### src/hdl/assert_macros.svh
// Assertion helpers; clocked on i_clk of the including module.
`ifndef ASSERT_MACROS_SVH
`define ASSERT_MACROS_SVH
`ifndef SYNTHESIS
`define ASSERT_RST(lbl, prop, msg) \
    lbl: assert property (@(posedge i_clk) disable iff (!i_rst_n) (prop)) else $error(msg);
`define ASSERT_ALL(lbl, prop, msg) \
    lbl: assert property (@(posedge i_clk) (prop)) else $error(msg);
`else
`define ASSERT_RST(lbl, prop, msg)
`define ASSERT_ALL(lbl, prop, msg)
`endif
`endif

### src/hdl/wrrm_pkg.sv
package wrrm_pkg;

    localparam int WINDOW_DEPTH = 16;
    localparam int SAMPLE_W     = 16;
    localparam int SLOT_W       = (WINDOW_DEPTH > 1) ? $clog2(WINDOW_DEPTH) : 1;
    localparam int SUM_W        = SAMPLE_W + $clog2(WINDOW_DEPTH);
    localparam int DGR_SHIFT    = 13;
    localparam int DGR_W        = SAMPLE_W + DGR_SHIFT;
    localparam int DIV_W        = (SUM_W > DGR_W) ? SUM_W : DGR_W;
    localparam int CNT_W        = $clog2(DIV_W);

    localparam logic [SAMPLE_W-1:0] HALF_Q412     = 16'd2048;
    localparam logic [SAMPLE_W-1:0] LOW_RESET     = 16'd1024;
    localparam logic [SAMPLE_W-1:0] HIGH_RESET    = 16'd3072;
    localparam logic [SAMPLE_W-1:0] FRAC_RESET    = 16'd6554;
    localparam logic [SAMPLE_W-1:0] REPORT_RESET  = 16'd2048;
    localparam logic [SAMPLE_W-1:0] DANGER_SAT    = 16'hFFFF;

    localparam int CFG_IDX_W = 2;
    localparam logic [CFG_IDX_W-1:0] CFG_LOW  = 2'd0;
    localparam logic [CFG_IDX_W-1:0] CFG_HIGH = 2'd1;
    localparam logic [CFG_IDX_W-1:0] CFG_FRAC = 2'd2;

    typedef struct packed {
        logic                start;
        logic [DIV_W-1:0]    dividend;
        logic [SAMPLE_W-1:0] divisor;
    } t_div_req;

    typedef struct packed {
        logic             done;
        logic [DIV_W-1:0] quotient;
    } t_div_rsp;

endpackage

### src/hdl/windowed_ratio_range_monitor.sv
// Moving-average range monitor for eye-ratio samples (unsigned Q4.12). Each
// input item gives exactly one result item. Both the window average and the
// relative danger come out of one shared bit-serial divider that resolves one
// quotient bit per cycle over DIV_W (29) bits. An item with a valid sample and
// high_bound above low_bound runs the divider twice; any other item runs it
// once. A stalled result holds the next item in S_OUT until the output register
// frees. The next item can be accepted at the same edge as the result is taken,
// and is taken while the previous result still waits in the output register.
// Registers: 0 low_bound, 1 high_bound, 2 change_fraction; other indexes are
// ignored. Write them only while the block is idle.
`include "assert_macros.svh"

module windowed_ratio_range_monitor (
    input  logic        i_clk,
    input  logic        i_rst_n,
    input  logic        i_s_tvalid,
    output logic        o_s_tready,
    input  logic [15:0] i_s_tdata,   // [15:0] ratio_sample
    input  logic [2:0]  i_s_tuser,   // [0] sample_valid, [1] tuning_active, [2] clear_danger
    output logic        o_m_tvalid,
    input  logic        i_m_tready,
    output logic [47:0] o_m_tdata,   // [15:0] window_average, [31:16] relative_danger,
                                     // [47:32] reported_value
    output logic [2:0]  o_m_tuser,   // [0] in_danger, [1] alarm_raised, [2] value_reported
    input  logic        i_cfg_valid,
    output logic        o_cfg_ready,
    input  logic [wrrm_pkg::CFG_IDX_W-1:0] i_cfg_index,
    input  logic [15:0] i_cfg_data
);

    typedef enum logic [2:0] {
        S_IDLE, S_UPDATE, S_AVG_GO, S_AVG_RUN, S_DGR_GO, S_DGR_RUN, S_CHECK, S_OUT
    } t_state;

    t_state                          r_state;
    logic [wrrm_pkg::SAMPLE_W-1:0]   r_low;
    logic [wrrm_pkg::SAMPLE_W-1:0]   r_high;
    logic [wrrm_pkg::SAMPLE_W-1:0]   r_frac;
    logic [wrrm_pkg::SAMPLE_W-1:0]   r_win [wrrm_pkg::WINDOW_DEPTH];
    logic [wrrm_pkg::SLOT_W-1:0]     r_slot;
    logic [wrrm_pkg::SUM_W-1:0]      r_sum;
    logic [wrrm_pkg::SAMPLE_W-1:0]   r_last;
    logic [wrrm_pkg::SAMPLE_W-1:0]   r_held;
    logic                            r_latched;
    logic [wrrm_pkg::SAMPLE_W-1:0]   r_sample;
    logic                            r_valid;
    logic                            r_tuning;
    logic [wrrm_pkg::SAMPLE_W-1:0]   r_avg;
    logic [2*wrrm_pkg::SAMPLE_W-1:0] r_prod;
    logic                            r_alarm;
    logic                            r_reported;
    logic                            r_m_tvalid;
    logic [47:0]                     r_m_tdata;
    logic [2:0]                      r_m_tuser;

    logic [wrrm_pkg::SUM_W-1:0]      n_sum;
    logic [wrrm_pkg::SAMPLE_W-1:0]   n_mid;
    logic [wrrm_pkg::SAMPLE_W-1:0]   n_dev;
    logic [wrrm_pkg::SAMPLE_W-1:0]   n_range;
    logic                            n_band_ok;
    logic [wrrm_pkg::SAMPLE_W-1:0]   n_rep_diff;
    logic                            n_outside;
    logic                            n_out_free;
    wrrm_pkg::t_div_req              n_req;
    wrrm_pkg::t_div_rsp              w_rsp;

    always_comb begin
        n_sum      = r_sum - wrrm_pkg::SUM_W'(r_win[r_slot]) + wrrm_pkg::SUM_W'(r_sample);
        n_mid      = wrrm_pkg::SAMPLE_W'(({1'b0, r_low} + {1'b0, r_high}) >> 1);
        n_dev      = (r_avg >= n_mid) ? (r_avg - n_mid) : (n_mid - r_avg);
        n_range    = r_high - r_low;
        n_band_ok  = r_high > r_low;
        n_rep_diff = (r_avg >= r_last) ? (r_avg - r_last) : (r_last - r_avg);
        n_outside  = (r_avg < r_low) || (r_avg > r_high);
        n_out_free = !r_m_tvalid || i_m_tready;

        n_req.start    = 1'b0;
        n_req.dividend = wrrm_pkg::DIV_W'(r_sum);
        n_req.divisor  = wrrm_pkg::SAMPLE_W'(wrrm_pkg::WINDOW_DEPTH);
        case (r_state)
            S_AVG_GO: begin
                n_req.start = 1'b1;
            end
            S_DGR_GO: begin
                n_req.start    = r_valid && n_band_ok;
                n_req.dividend = wrrm_pkg::DIV_W'({n_dev, {wrrm_pkg::DGR_SHIFT{1'b0}}});
                n_req.divisor  = n_range;
            end
            default: begin
                n_req.start = 1'b0;
            end
        endcase
    end

    wrrm_div u_div (
        .i_clk   (i_clk),
        .i_rst_n (i_rst_n),
        .i_req   (n_req),
        .o_rsp   (w_rsp)
    );

    always_ff @(posedge i_clk) begin
        if (!i_rst_n) begin
            r_state    <= S_IDLE;
            r_low      <= wrrm_pkg::LOW_RESET;
            r_high     <= wrrm_pkg::HIGH_RESET;
            r_frac     <= wrrm_pkg::FRAC_RESET;
            for (int i = 0; i < wrrm_pkg::WINDOW_DEPTH; i++) begin
                r_win[i] <= wrrm_pkg::HALF_Q412;
            end
            r_slot     <= '0;
            r_sum      <= wrrm_pkg::SUM_W'(int'(wrrm_pkg::HALF_Q412) * wrrm_pkg::WINDOW_DEPTH);
            r_last     <= wrrm_pkg::REPORT_RESET;
            r_held     <= '0;
            r_latched  <= 1'b0;
            r_m_tvalid <= 1'b0;
        end else begin
            if (i_cfg_valid) begin
                case (i_cfg_index)
                    wrrm_pkg::CFG_LOW:  r_low  <= i_cfg_data;
                    wrrm_pkg::CFG_HIGH: r_high <= i_cfg_data;
                    wrrm_pkg::CFG_FRAC: r_frac <= i_cfg_data;
                    default: ;
                endcase
            end

            if (r_m_tvalid && i_m_tready && (r_state != S_OUT)) begin
                r_m_tvalid <= 1'b0;
            end

            case (r_state)
                S_IDLE: begin
                    if (i_s_tvalid) begin
                        r_sample   <= i_s_tdata;
                        r_valid    <= i_s_tuser[0];
                        r_tuning   <= i_s_tuser[1];
                        r_alarm    <= 1'b0;
                        r_reported <= 1'b0;
                        if (i_s_tuser[2]) begin
                            r_latched <= 1'b0;
                        end
                        r_state <= S_UPDATE;
                    end
                end
                S_UPDATE: begin
                    if (r_valid) begin
                        r_sum         <= n_sum;
                        r_win[r_slot] <= r_sample;
                        r_slot <= (r_slot == wrrm_pkg::SLOT_W'(wrrm_pkg::WINDOW_DEPTH - 1))
                                  ? '0 : r_slot + 1'b1;
                    end
                    r_state <= S_AVG_GO;
                end
                S_AVG_GO: begin
                    r_state <= S_AVG_RUN;
                end
                S_AVG_RUN: begin
                    if (w_rsp.done) begin
                        r_avg   <= w_rsp.quotient[wrrm_pkg::SAMPLE_W-1:0];
                        r_state <= S_DGR_GO;
                    end
                end
                S_DGR_GO: begin
                    r_prod <= {{wrrm_pkg::SAMPLE_W{1'b0}}, r_frac}
                              * {{wrrm_pkg::SAMPLE_W{1'b0}}, n_range};
                    if (r_valid && n_band_ok) begin
                        r_state <= S_DGR_RUN;
                    end else begin
                        if (r_valid) begin
                            r_held <= (n_dev == '0) ? '0 : wrrm_pkg::DANGER_SAT;
                        end
                        r_state <= S_CHECK;
                    end
                end
                S_DGR_RUN: begin
                    if (w_rsp.done) begin
                        r_held  <= (w_rsp.quotient[wrrm_pkg::DIV_W-1:wrrm_pkg::SAMPLE_W] != '0)
                                   ? wrrm_pkg::DANGER_SAT
                                   : w_rsp.quotient[wrrm_pkg::SAMPLE_W-1:0];
                        r_state <= S_CHECK;
                    end
                end
                S_CHECK: begin
                    if (!r_tuning) begin
                        if (n_outside) begin
                            r_alarm   <= !r_latched;
                            r_latched <= 1'b1;
                        end else if (r_valid
                                     && ({n_rep_diff, {wrrm_pkg::SAMPLE_W{1'b0}}} >= r_prod))
                        begin
                            r_last     <= r_avg;
                            r_reported <= 1'b1;
                        end
                    end
                    r_state <= S_OUT;
                end
                S_OUT: begin
                    if (n_out_free) begin
                        r_m_tvalid <= 1'b1;
                        r_m_tdata  <= {r_last, r_held, r_avg};
                        r_m_tuser  <= {r_reported, r_alarm, r_latched};
                        r_state    <= S_IDLE;
                    end
                end
                default: begin
                    r_state <= S_IDLE;
                end
            endcase
        end
    end

    assign o_s_tready  = (r_state == S_IDLE);
    assign o_cfg_ready = 1'b1;
    assign o_m_tvalid  = r_m_tvalid;
    assign o_m_tdata   = r_m_tdata;
    assign o_m_tuser   = r_m_tuser;

    `ASSERT_RST(a_alarm_latches, o_m_tvalid |-> (!o_m_tuser[1] || o_m_tuser[0]), "alarm unlatched")
    `ASSERT_RST(a_alarm_xor_report, o_m_tvalid |-> !(o_m_tuser[1] && o_m_tuser[2]), "alarm+report")
    `ASSERT_RST(a_slot_range, r_slot <= wrrm_pkg::SLOT_W'(wrrm_pkg::WINDOW_DEPTH - 1), "bad slot")

endmodule

### src/hdl/wrrm_div.sv
`include "assert_macros.svh"

// Restoring divider, one quotient bit per cycle.
module wrrm_div (
    input  logic              i_clk,
    input  logic              i_rst_n,
    input  wrrm_pkg::t_div_req i_req,
    output wrrm_pkg::t_div_rsp o_rsp
);

    logic                          r_busy;
    logic                          r_done;
    logic [wrrm_pkg::CNT_W-1:0]    r_cnt;
    logic [wrrm_pkg::DIV_W-1:0]    r_num;
    logic [wrrm_pkg::SAMPLE_W-1:0] r_rem;
    logic [wrrm_pkg::SAMPLE_W-1:0] r_den;

    logic [wrrm_pkg::SAMPLE_W:0]   n_trial;
    logic                          n_ge;
    logic [wrrm_pkg::SAMPLE_W:0]   n_diff;

    always_comb begin
        n_trial = {r_rem, r_num[wrrm_pkg::DIV_W-1]};
        n_ge    = n_trial >= {1'b0, r_den};
        n_diff  = n_trial - {1'b0, r_den};
    end

    always_ff @(posedge i_clk) begin
        if (!i_rst_n) begin
            r_busy <= 1'b0;
            r_done <= 1'b0;
            r_cnt  <= '0;
        end else begin
            if (i_req.start) begin
                r_busy <= 1'b1;
                r_done <= 1'b0;
                r_cnt  <= wrrm_pkg::CNT_W'(wrrm_pkg::DIV_W - 1);
                r_num  <= i_req.dividend;
                r_den  <= i_req.divisor;
                r_rem  <= '0;
            end else if (r_busy) begin
                r_num <= {r_num[wrrm_pkg::DIV_W-2:0], n_ge};
                r_rem <= n_ge ? n_diff[wrrm_pkg::SAMPLE_W-1:0]
                              : n_trial[wrrm_pkg::SAMPLE_W-1:0];
                r_cnt  <= r_cnt - 1'b1;
                r_done <= (r_cnt == '0);
                if (r_cnt == '0) begin
                    r_busy <= 1'b0;
                end
            end else begin
                r_done <= 1'b0;
            end
        end
    end

    assign o_rsp.done     = r_done;
    assign o_rsp.quotient = r_num;

    `ASSERT_RST(a_start_idle, i_req.start |-> !r_busy, "divider restarted while busy")
    `ASSERT_RST(a_done_after_busy, r_done |-> $past(r_busy), "done without a run")
    `ASSERT_RST(a_done_pulse, r_done |=> !r_done, "done held longer than one cycle")

endmodule

### config.mk
export PLATFORM = sky130hd
export DESIGN_NAME = windowed_ratio_range_monitor
export DESIGN_NICKNAME = d
export VERILOG_FILES = /design/src/hdl/wrrm_pkg.sv /design/src/hdl/windowed_ratio_range_monitor.sv /design/src/hdl/wrrm_div.sv
export VERILOG_INCLUDE_DIRS = /design/src /design/src/hdl
export SDC_FILE = /design/constraint.sdc
export NUM_CORES = 2
export LEC_CHECK = 0
export ABC_CLOCK_PERIOD_IN_PS = 14000
export BUFFER_PORTS_ARGS = -buffer_cell sky130_fd_sc_hd__buf_2
export CORE_MARGIN = 1.5
export CORE_UTILIZATION = 31
export DETAILED_ROUTE_END_ITERATION = 12
export GPL_TIMING_DRIVEN = 0
export PLACE_DENSITY_LB_ADDON = 0.15
export SLEW_MARGIN = 20
export SYNTH_ARGS = -nofsm -noshare
export SYNTH_HDL_FRONTEND = slang
export SYNTH_HIERARCHICAL = 1
export SYNTH_SLANG_ARGS = --single-unit
### constraint.sdc
create_clock -name i_clk -period 14 [get_ports i_clk]
set_input_delay 0 -clock i_clk [delete_from_list [all_inputs] [get_ports i_clk]]
set_output_delay 0 -clock i_clk [all_outputs]
set_load 0.01 [all_outputs]
== Word-level counts from Yosys, hierarchy flattened ==
Memory sizes are Yosys's and may differ from the RTL's. A register that Yosys moved wholly into a read port is not among the register bits.
Index checks and enable logic that the tools add are counted.

* Flip-flop bits (word level): 296
* Bits in writable memories: 256
* Memories kept: 1
* Output and inout bits: 54

{| class="wikitable"
|+ Memory list
! name !! words !! bits a word !! rd ports !! clocked after Yosys merged registers in !! write ports !! line !! source
|-
| r_win || 16 || 16 || 1 || 1 || 16 || windowed_ratio_range_monitor.sv:39 || <nowiki>logic [wrrm_pkg::SAMPLE_W-1:0] r_win [wrrm_pkg::WINDOW_DEPTH];</nowiki>
|}

* Bitwise gates (word level): 4
* Add/sub/neg operators: 11
* Reductions and logical operators: 35
* Magnitude comparators: 7
* Muxes and demuxes: 52
* Multipliers: 1
* Equal/unequal tests: 22

{| class="wikitable"
|+ Operators by type and width
! kind !! count
|-
| 16-bit 2-to-1 mux || 10
|-
| 16-bit subtractor || 6
|-
| 29-bit 2-to-1 mux || 2
|-
| 45-bit 2-to-1 mux || 1
|-
| 16-bit >= comparator || 2
|-
| 32-bit >= comparator || 1
|-
| 16-bit greater-than comparator || 2
|-
| 16-bit by 16-bit multiplier with 32-bit output || 1
|-
| 16-bit case mux with 2 select lines || 1
|-
| 3-bit case mux with 8 select lines || 1
|-
| 1-bit 2-to-1 mux || 22
|-
| 20-bit by 16-bit adder with 20-bit output || 1
|-
| 20-bit by 16-bit subtractor with 20-bit output || 1
|-
| 16-bit by 16-bit adder with 17-bit output || 1
|-
| 17-bit by 16-bit >= comparator with 1-bit output || 1
|-
| 16-bit zero test || 1
|-
| 16-bit less-than comparator || 1
|-
| 4-bit 2-to-1 mux || 4
|-
| 2-bit inequality test, second input constant || 8
|-
| 16-bit OR reduction || 1
|-
| 2-bit AND reduction || 7
|-
| 13-bit nonzero test || 1
|-
| 3-bit == test, second input constant || 4
|-
| 3-bit 2-to-1 mux || 4
|-
| 26 further kinds || 48
|}

== Longest topological paths before layout ==
* Word-level depth: 8
* Depth in mapped cells: 36

== Modules after synthesis ==
The synthesis kept the hierarchy.

{| class="wikitable"
|+ Modules (own cells, without submodules)
! module !! area each (um^2) !! instances !! cells an instance !! sequential area each (um^2)
|-
| windowed_ratio_range_monitor || 34648.2 || 1 || 3304 || 13523.0
|-
| wrrm_div || 3603.5 || 1 || 295 || 1971.9
|}

== Least setup slack after synthesis ==
No wires, ideal clock.

* Path kind: register to register
* Start: register r_low[0] (netlist name)
* End: register r_prod[31] (netlist name), data pin
* Arrival: 8.141 ns
* Data required time: 13.740 ns
* Setup slack: 5.599 ns
* Period minus slack after synthesis: 8.401 ns
* Setup time: 0.260 ns
* Path buffers: 1
* Stages on the path, launching flop included: 34
* Path through: dfxtp_1 -> ha_1 -> inv_1 -> fa_1 -> a21o_1 -> a211oi_1 -> o21ai_1 -> a41oi_1 -> o21bai_1 -> a21oi_1 -> o21bai_1 -> a21oi_1 -> xnor2_1 -> clkbuf_1 -> nand2_1 -> fa_1 -> fa_1 -> inv_1 -> fa_1 -> fa_1 -> fa_1 -> inv_1 -> fa_1 -> inv_1 -> ha_1 -> and3_1 -> a2111oi_0 -> o21ai_1 -> a221oi_2 -> o41ai_1 -> or4_1 -> a31oi_1 -> o21bai_1 -> xnor2_1

* Cells in the longest elaborated chain, start to end: 2

{| class="wikitable"
|+ Ends and longest elaborated chain
! what !! line !! source
|-
| start: declaration || windowed_ratio_range_monitor.sv:36 || <nowiki>logic [wrrm_pkg::SAMPLE_W-1:0] r_low;</nowiki>
|-
| start signal: assignment || windowed_ratio_range_monitor.sv:105 || <nowiki>r_low <= wrrm_pkg::LOW_RESET;</nowiki>
|-
| start signal: assignment || windowed_ratio_range_monitor.sv:120 || <nowiki>wrrm_pkg::CFG_LOW: r_low <= i_cfg_data;</nowiki>
|-
| 16-bit subtractor || windowed_ratio_range_monitor.sv:71 || <nowiki>n_range = r_high - r_low;</nowiki>
|-
| 16-bit by 16-bit multiplier with 32-bit output || windowed_ratio_range_monitor.sv:165 || <nowiki>* {{wrrm_pkg::SAMPLE_W{1'b0}}, n_range};</nowiki>
|-
| end signal: assignment || windowed_ratio_range_monitor.sv:164 || <nowiki>r_prod <= {{wrrm_pkg::SAMPLE_W{1'b0}}, r_frac}</nowiki>
|-
| end: declaration || windowed_ratio_range_monitor.sv:49 || <nowiki>logic [2*wrrm_pkg::SAMPLE_W-1:0] r_prod;</nowiki>
|}

No other way between the ends.
A chain may end at the register's enable or synchronous reset.

== Worst setup path after layout ==
* Start: register r_low[1] (netlist name)
* End: register r_prod[31] (netlist name), data pin

The elaborated chain is that of the path after synthesis.

==> reports/summary.txt <==
Count of pins over their slew limit = 0
GRT Util Overall = 19.9%
Starting density of the core = 31.3%
Crit path kind = flip-flop to flip-flop
Detailed-route via count = 27,758
Yosys top cell area share = 34.2%
Worst-Margin Slew = 1.12 ns
Post-synth EDFFs = 436
Worst path slowest cell = a221oi_2
Hold Crit Class = input pin to flip-flop
Final Hold Viols = 0
Post-DRT Antenna Nets = 0
Average cell area after synthesis = 10.6 um^2
Vias per cell = 5.03
Via count of the first global-routing pass = 28,146
Core area = 0.122 mm^2
Synth async-reset ratio = 0%
Largest fanout on the critical path = 10
Syn Inst Count = 3,599
Endpoints failing setup = 0
RSZ-0062 raised after global routing = no
Grt ovf = 0
Netlist cell types = 86
Maxcap violations = 0
Final Wtd Congestion = 0.889
H-tree levels = 3
Crit path DAT = 11.04 ns
Required time worst endpoint = 14.41 ns
Synth Cell Area = 0.0383 mm^2
Peak VDD IR = 0.000387 V
DP HPWL = 96,100 um
Leak Pwr = 0.0173 uW
Primary FF master, synth = edfxtp_1
Die area = 0.126 mm^2
Area Growth Syn to Fin = 14.7%
Post-layout nets = 4,384
CTS Buf Count = 71
Power, Total = 8950 uW
Status = finished clean
PwrDens = 204 mW/mm^2
Setup TNS = 0 ns
Setup bufs post-CTS = 0
Post-synthesis sequential area ratio = 40.5%
Share of cells above drive strength 1 = 10.5%
CTS tree = yes
Clock Skews = 0.0435 ns
# DRC = 0
Die Height = 354 um
Fin crit share = 75.9%
Grt met2 use = 34.3%
CTS max path bufs = 3
Non-filler instance count after layout = 5,517
Clock-pin slew on the worst setup and hold paths = 0.06 ns
Drt pass-1 iters = 5
Period minus WS final = 10.63 ns
Antenna violations before repair = 7
Top cells by area, synth = edfxtp_1 34%, fa_1 11%, ha_1 9.4%, dfxtp_1 6.3%, mux4_2 4.7%
FP Rows = 128
Met1 usage = 26.7%
First-pass GRT wire length = 187,000 um
Post-synth top area cell = edfxtp_1
Clk Tree Root Cell = clkbuf_16
Initial DRC Count = 2,000
Largest net degree at the start of global routing = 30
Most used cell, CP = fa_1
Placed cells = 5,339
Worst-skew pair later-pin latency = 0.69 ns
Max incr delay on CP = 0.61 ns
Highest clock rate = 94.1 MHz
Grt met3 use = 2.88%
Worst slew margin = 25.6%
Yosys reg bits = 556
Layer with the highest usage = met2
Total routed wirelength = 125,000 um
Critical Path Sink Type = flip-flop
Die Wd = 354 um
Port Buffers = 94
Warnings, synthesis = 6
Ports = 96
Finished Core Util = 35.9%
WL per Instance = 22.7 um
Critical Path Start Type = flip-flop
Synth Net Count = 4,146
Clock Sinks = 556
==> power by group <==
| group | switching [uW] | internal [uW] |
|---|---|---|
| Clock | 774 | 985 |
| Sequential | 57.0 | 2090 |
| Combinational | 3040 | 2020 |
==> critical path, delay by kind of cell (launching register included) <==
| kind | cells | cell delay [ns] |
|---|---|---|
| compound gates | 14 | 3.57 |
| xor+xnor | 2 | 0.88 |
| fa+ha+maj | 8 | 3.83 |
| buf+inv | 5 | 0.80 |
| flops | 1 | 0.43 |
| simple gates | 3 | 0.87 |
==> stage by stage <==
stage	setup WS (ns)	hold WS [ns]	instance area, um^2
5_1_grt	2.86	0.0132	43900
6_report	3.37	0.0427	43900
3_3_place_gp	3.35	0.177	40800
4_1_cts	3.42	0.000152	43900
3_5_place_dp	3.47	0.178	41200
2_1_floorplan	5.60	0.0989	38300
==> placed cells by master (no fill, tap or decap), types with 14 or more instances in the layout <==
| master | instances |
|---|---|
| nor3_1 | 212 |
| mux2i_1 | 24 |
| ha_1 | 288 |
| nand2_1 | 353 |
| dfxtp_1 | 120 |
| nor4_1 | 70 |
| xnor2_1 | 75 |
| mux2_2 | 30 |
| a31oi_1 | 15 |
| nand2b_1 | 39 |
| nand4_1 | 23 |
| inv_1 | 424 |
| clkbuf_16 | 72 |
| o31ai_1 | 27 |
| a21oi_1 | 187 |
| xor2_1 | 28 |
| fa_1 | 217 |
| nor2b_1 | 24 |
| o21bai_1 | 28 |
| buf_2 | 104 |
| clkbuf_1 | 200 |
| buf_1 | 14 |
| o21a_1 | 23 |
| edfxtp_1 | 436 |
| nand3_1 | 47 |
| and3_1 | 15 |
| dlygate4sd3_1 | 50 |
| o21ai_0 | 75 |
| a21o_1 | 56 |
| nor2_1 | 127 |
| clkinv_1 | 21 |
| o221a_2 | 16 |
| or3_1 | 23 |
| a211oi_1 | 23 |
| mux4_2 | 80 |
| and2_1 | 119 |
==> layout make-up <==
| type | count | area, um^2 |
|---|---|---|
| Fill cell | 12485 | 78200 |
| Multi-Input combinational cell | 2391 | 20400 |
| Sequential cell | 556 | 15500 |
| Tap cell | 1625 | 2030 |
| Clock buffer | 92 | 1890 |
| Inverter | 440 | 1650 |
| Timing Repair Buffer | 165 | 1240 |
| Buffer | 212 | 842 |
| Clock inverter | 33 | 304 |
| Antenna cell | 3 | 7.51 |
==> cell families after synthesis <==
| group | count (synthesis) | synth area share, % |
|---|---|---|
| other cells | 1 | 0.00980 |
| compound gates | 544 | 9.29 |
| xor+xnor | 111 | 2.54 |
| buf+inv | 652 | 6.52 |
| flops | 556 | 40.5 |
| fa+ha+maj | 505 | 20.8 |
| mux | 134 | 6.22 |
| simple gates | 1096 | 14.1 |
==> metal layers <==
metal,routed length (um),part of all wire (%),up-vias
met5,0,0,-
met4,2100,1.7,0
met3,5870,4.7,125
met2,61500,49,665
met1,55900,45,13903
li1,-,-,13065
==> sequential cells by signal, summed over array words and instances, names as in the netlist, 20 cells and up, named ones only <==
| name | count |
|---|---|
| u_div/r_num | 29 |
| o_m_tdata | 48 |
| r_sum | 20 |
| r_win | 256 |
| r_prod | 32 |
==> synth_stat cells, drive strengths merged, types with 30 or more instances <==
library cell,n
nor3,213
and2,119
edfxtp,436
nand3,48
o21ai,94
fa,217
inv,425
nand2b,39
mux4,80
a21o,56
ha,288
a21oi,189
buf,31
mux2,30
clkbuf,181
nor4,71
xnor2,82
dfxtp,120
nor2,130
nand2,353
==> timing repair <==
item / in CTS / in global routing
resized for setup: 0 / 0
hold endpoints to repair: 93 / 0
hold buffers: 50 / 0
==> final timing paths <==
check	slack, ns	cells after the start	end	startpoint
max	3.37	32	r_prod[31]$_DFFE_PP_	r_low[1]$_SDFFE_PN0P_
min	0.04	2	r_sample[2]$_DFFE_PP_	i_s_tdata[2]
max reg2reg	3.37	32	r_prod[31]$_DFFE_PP_	r_low[1]$_SDFFE_PN0P_
min reg2reg	0.42	0	o_m_tdata[29]$_DFFE_PP_	r_held[13]$_SDFFE_PN0P_
Power figures use the tool's default switching activity.
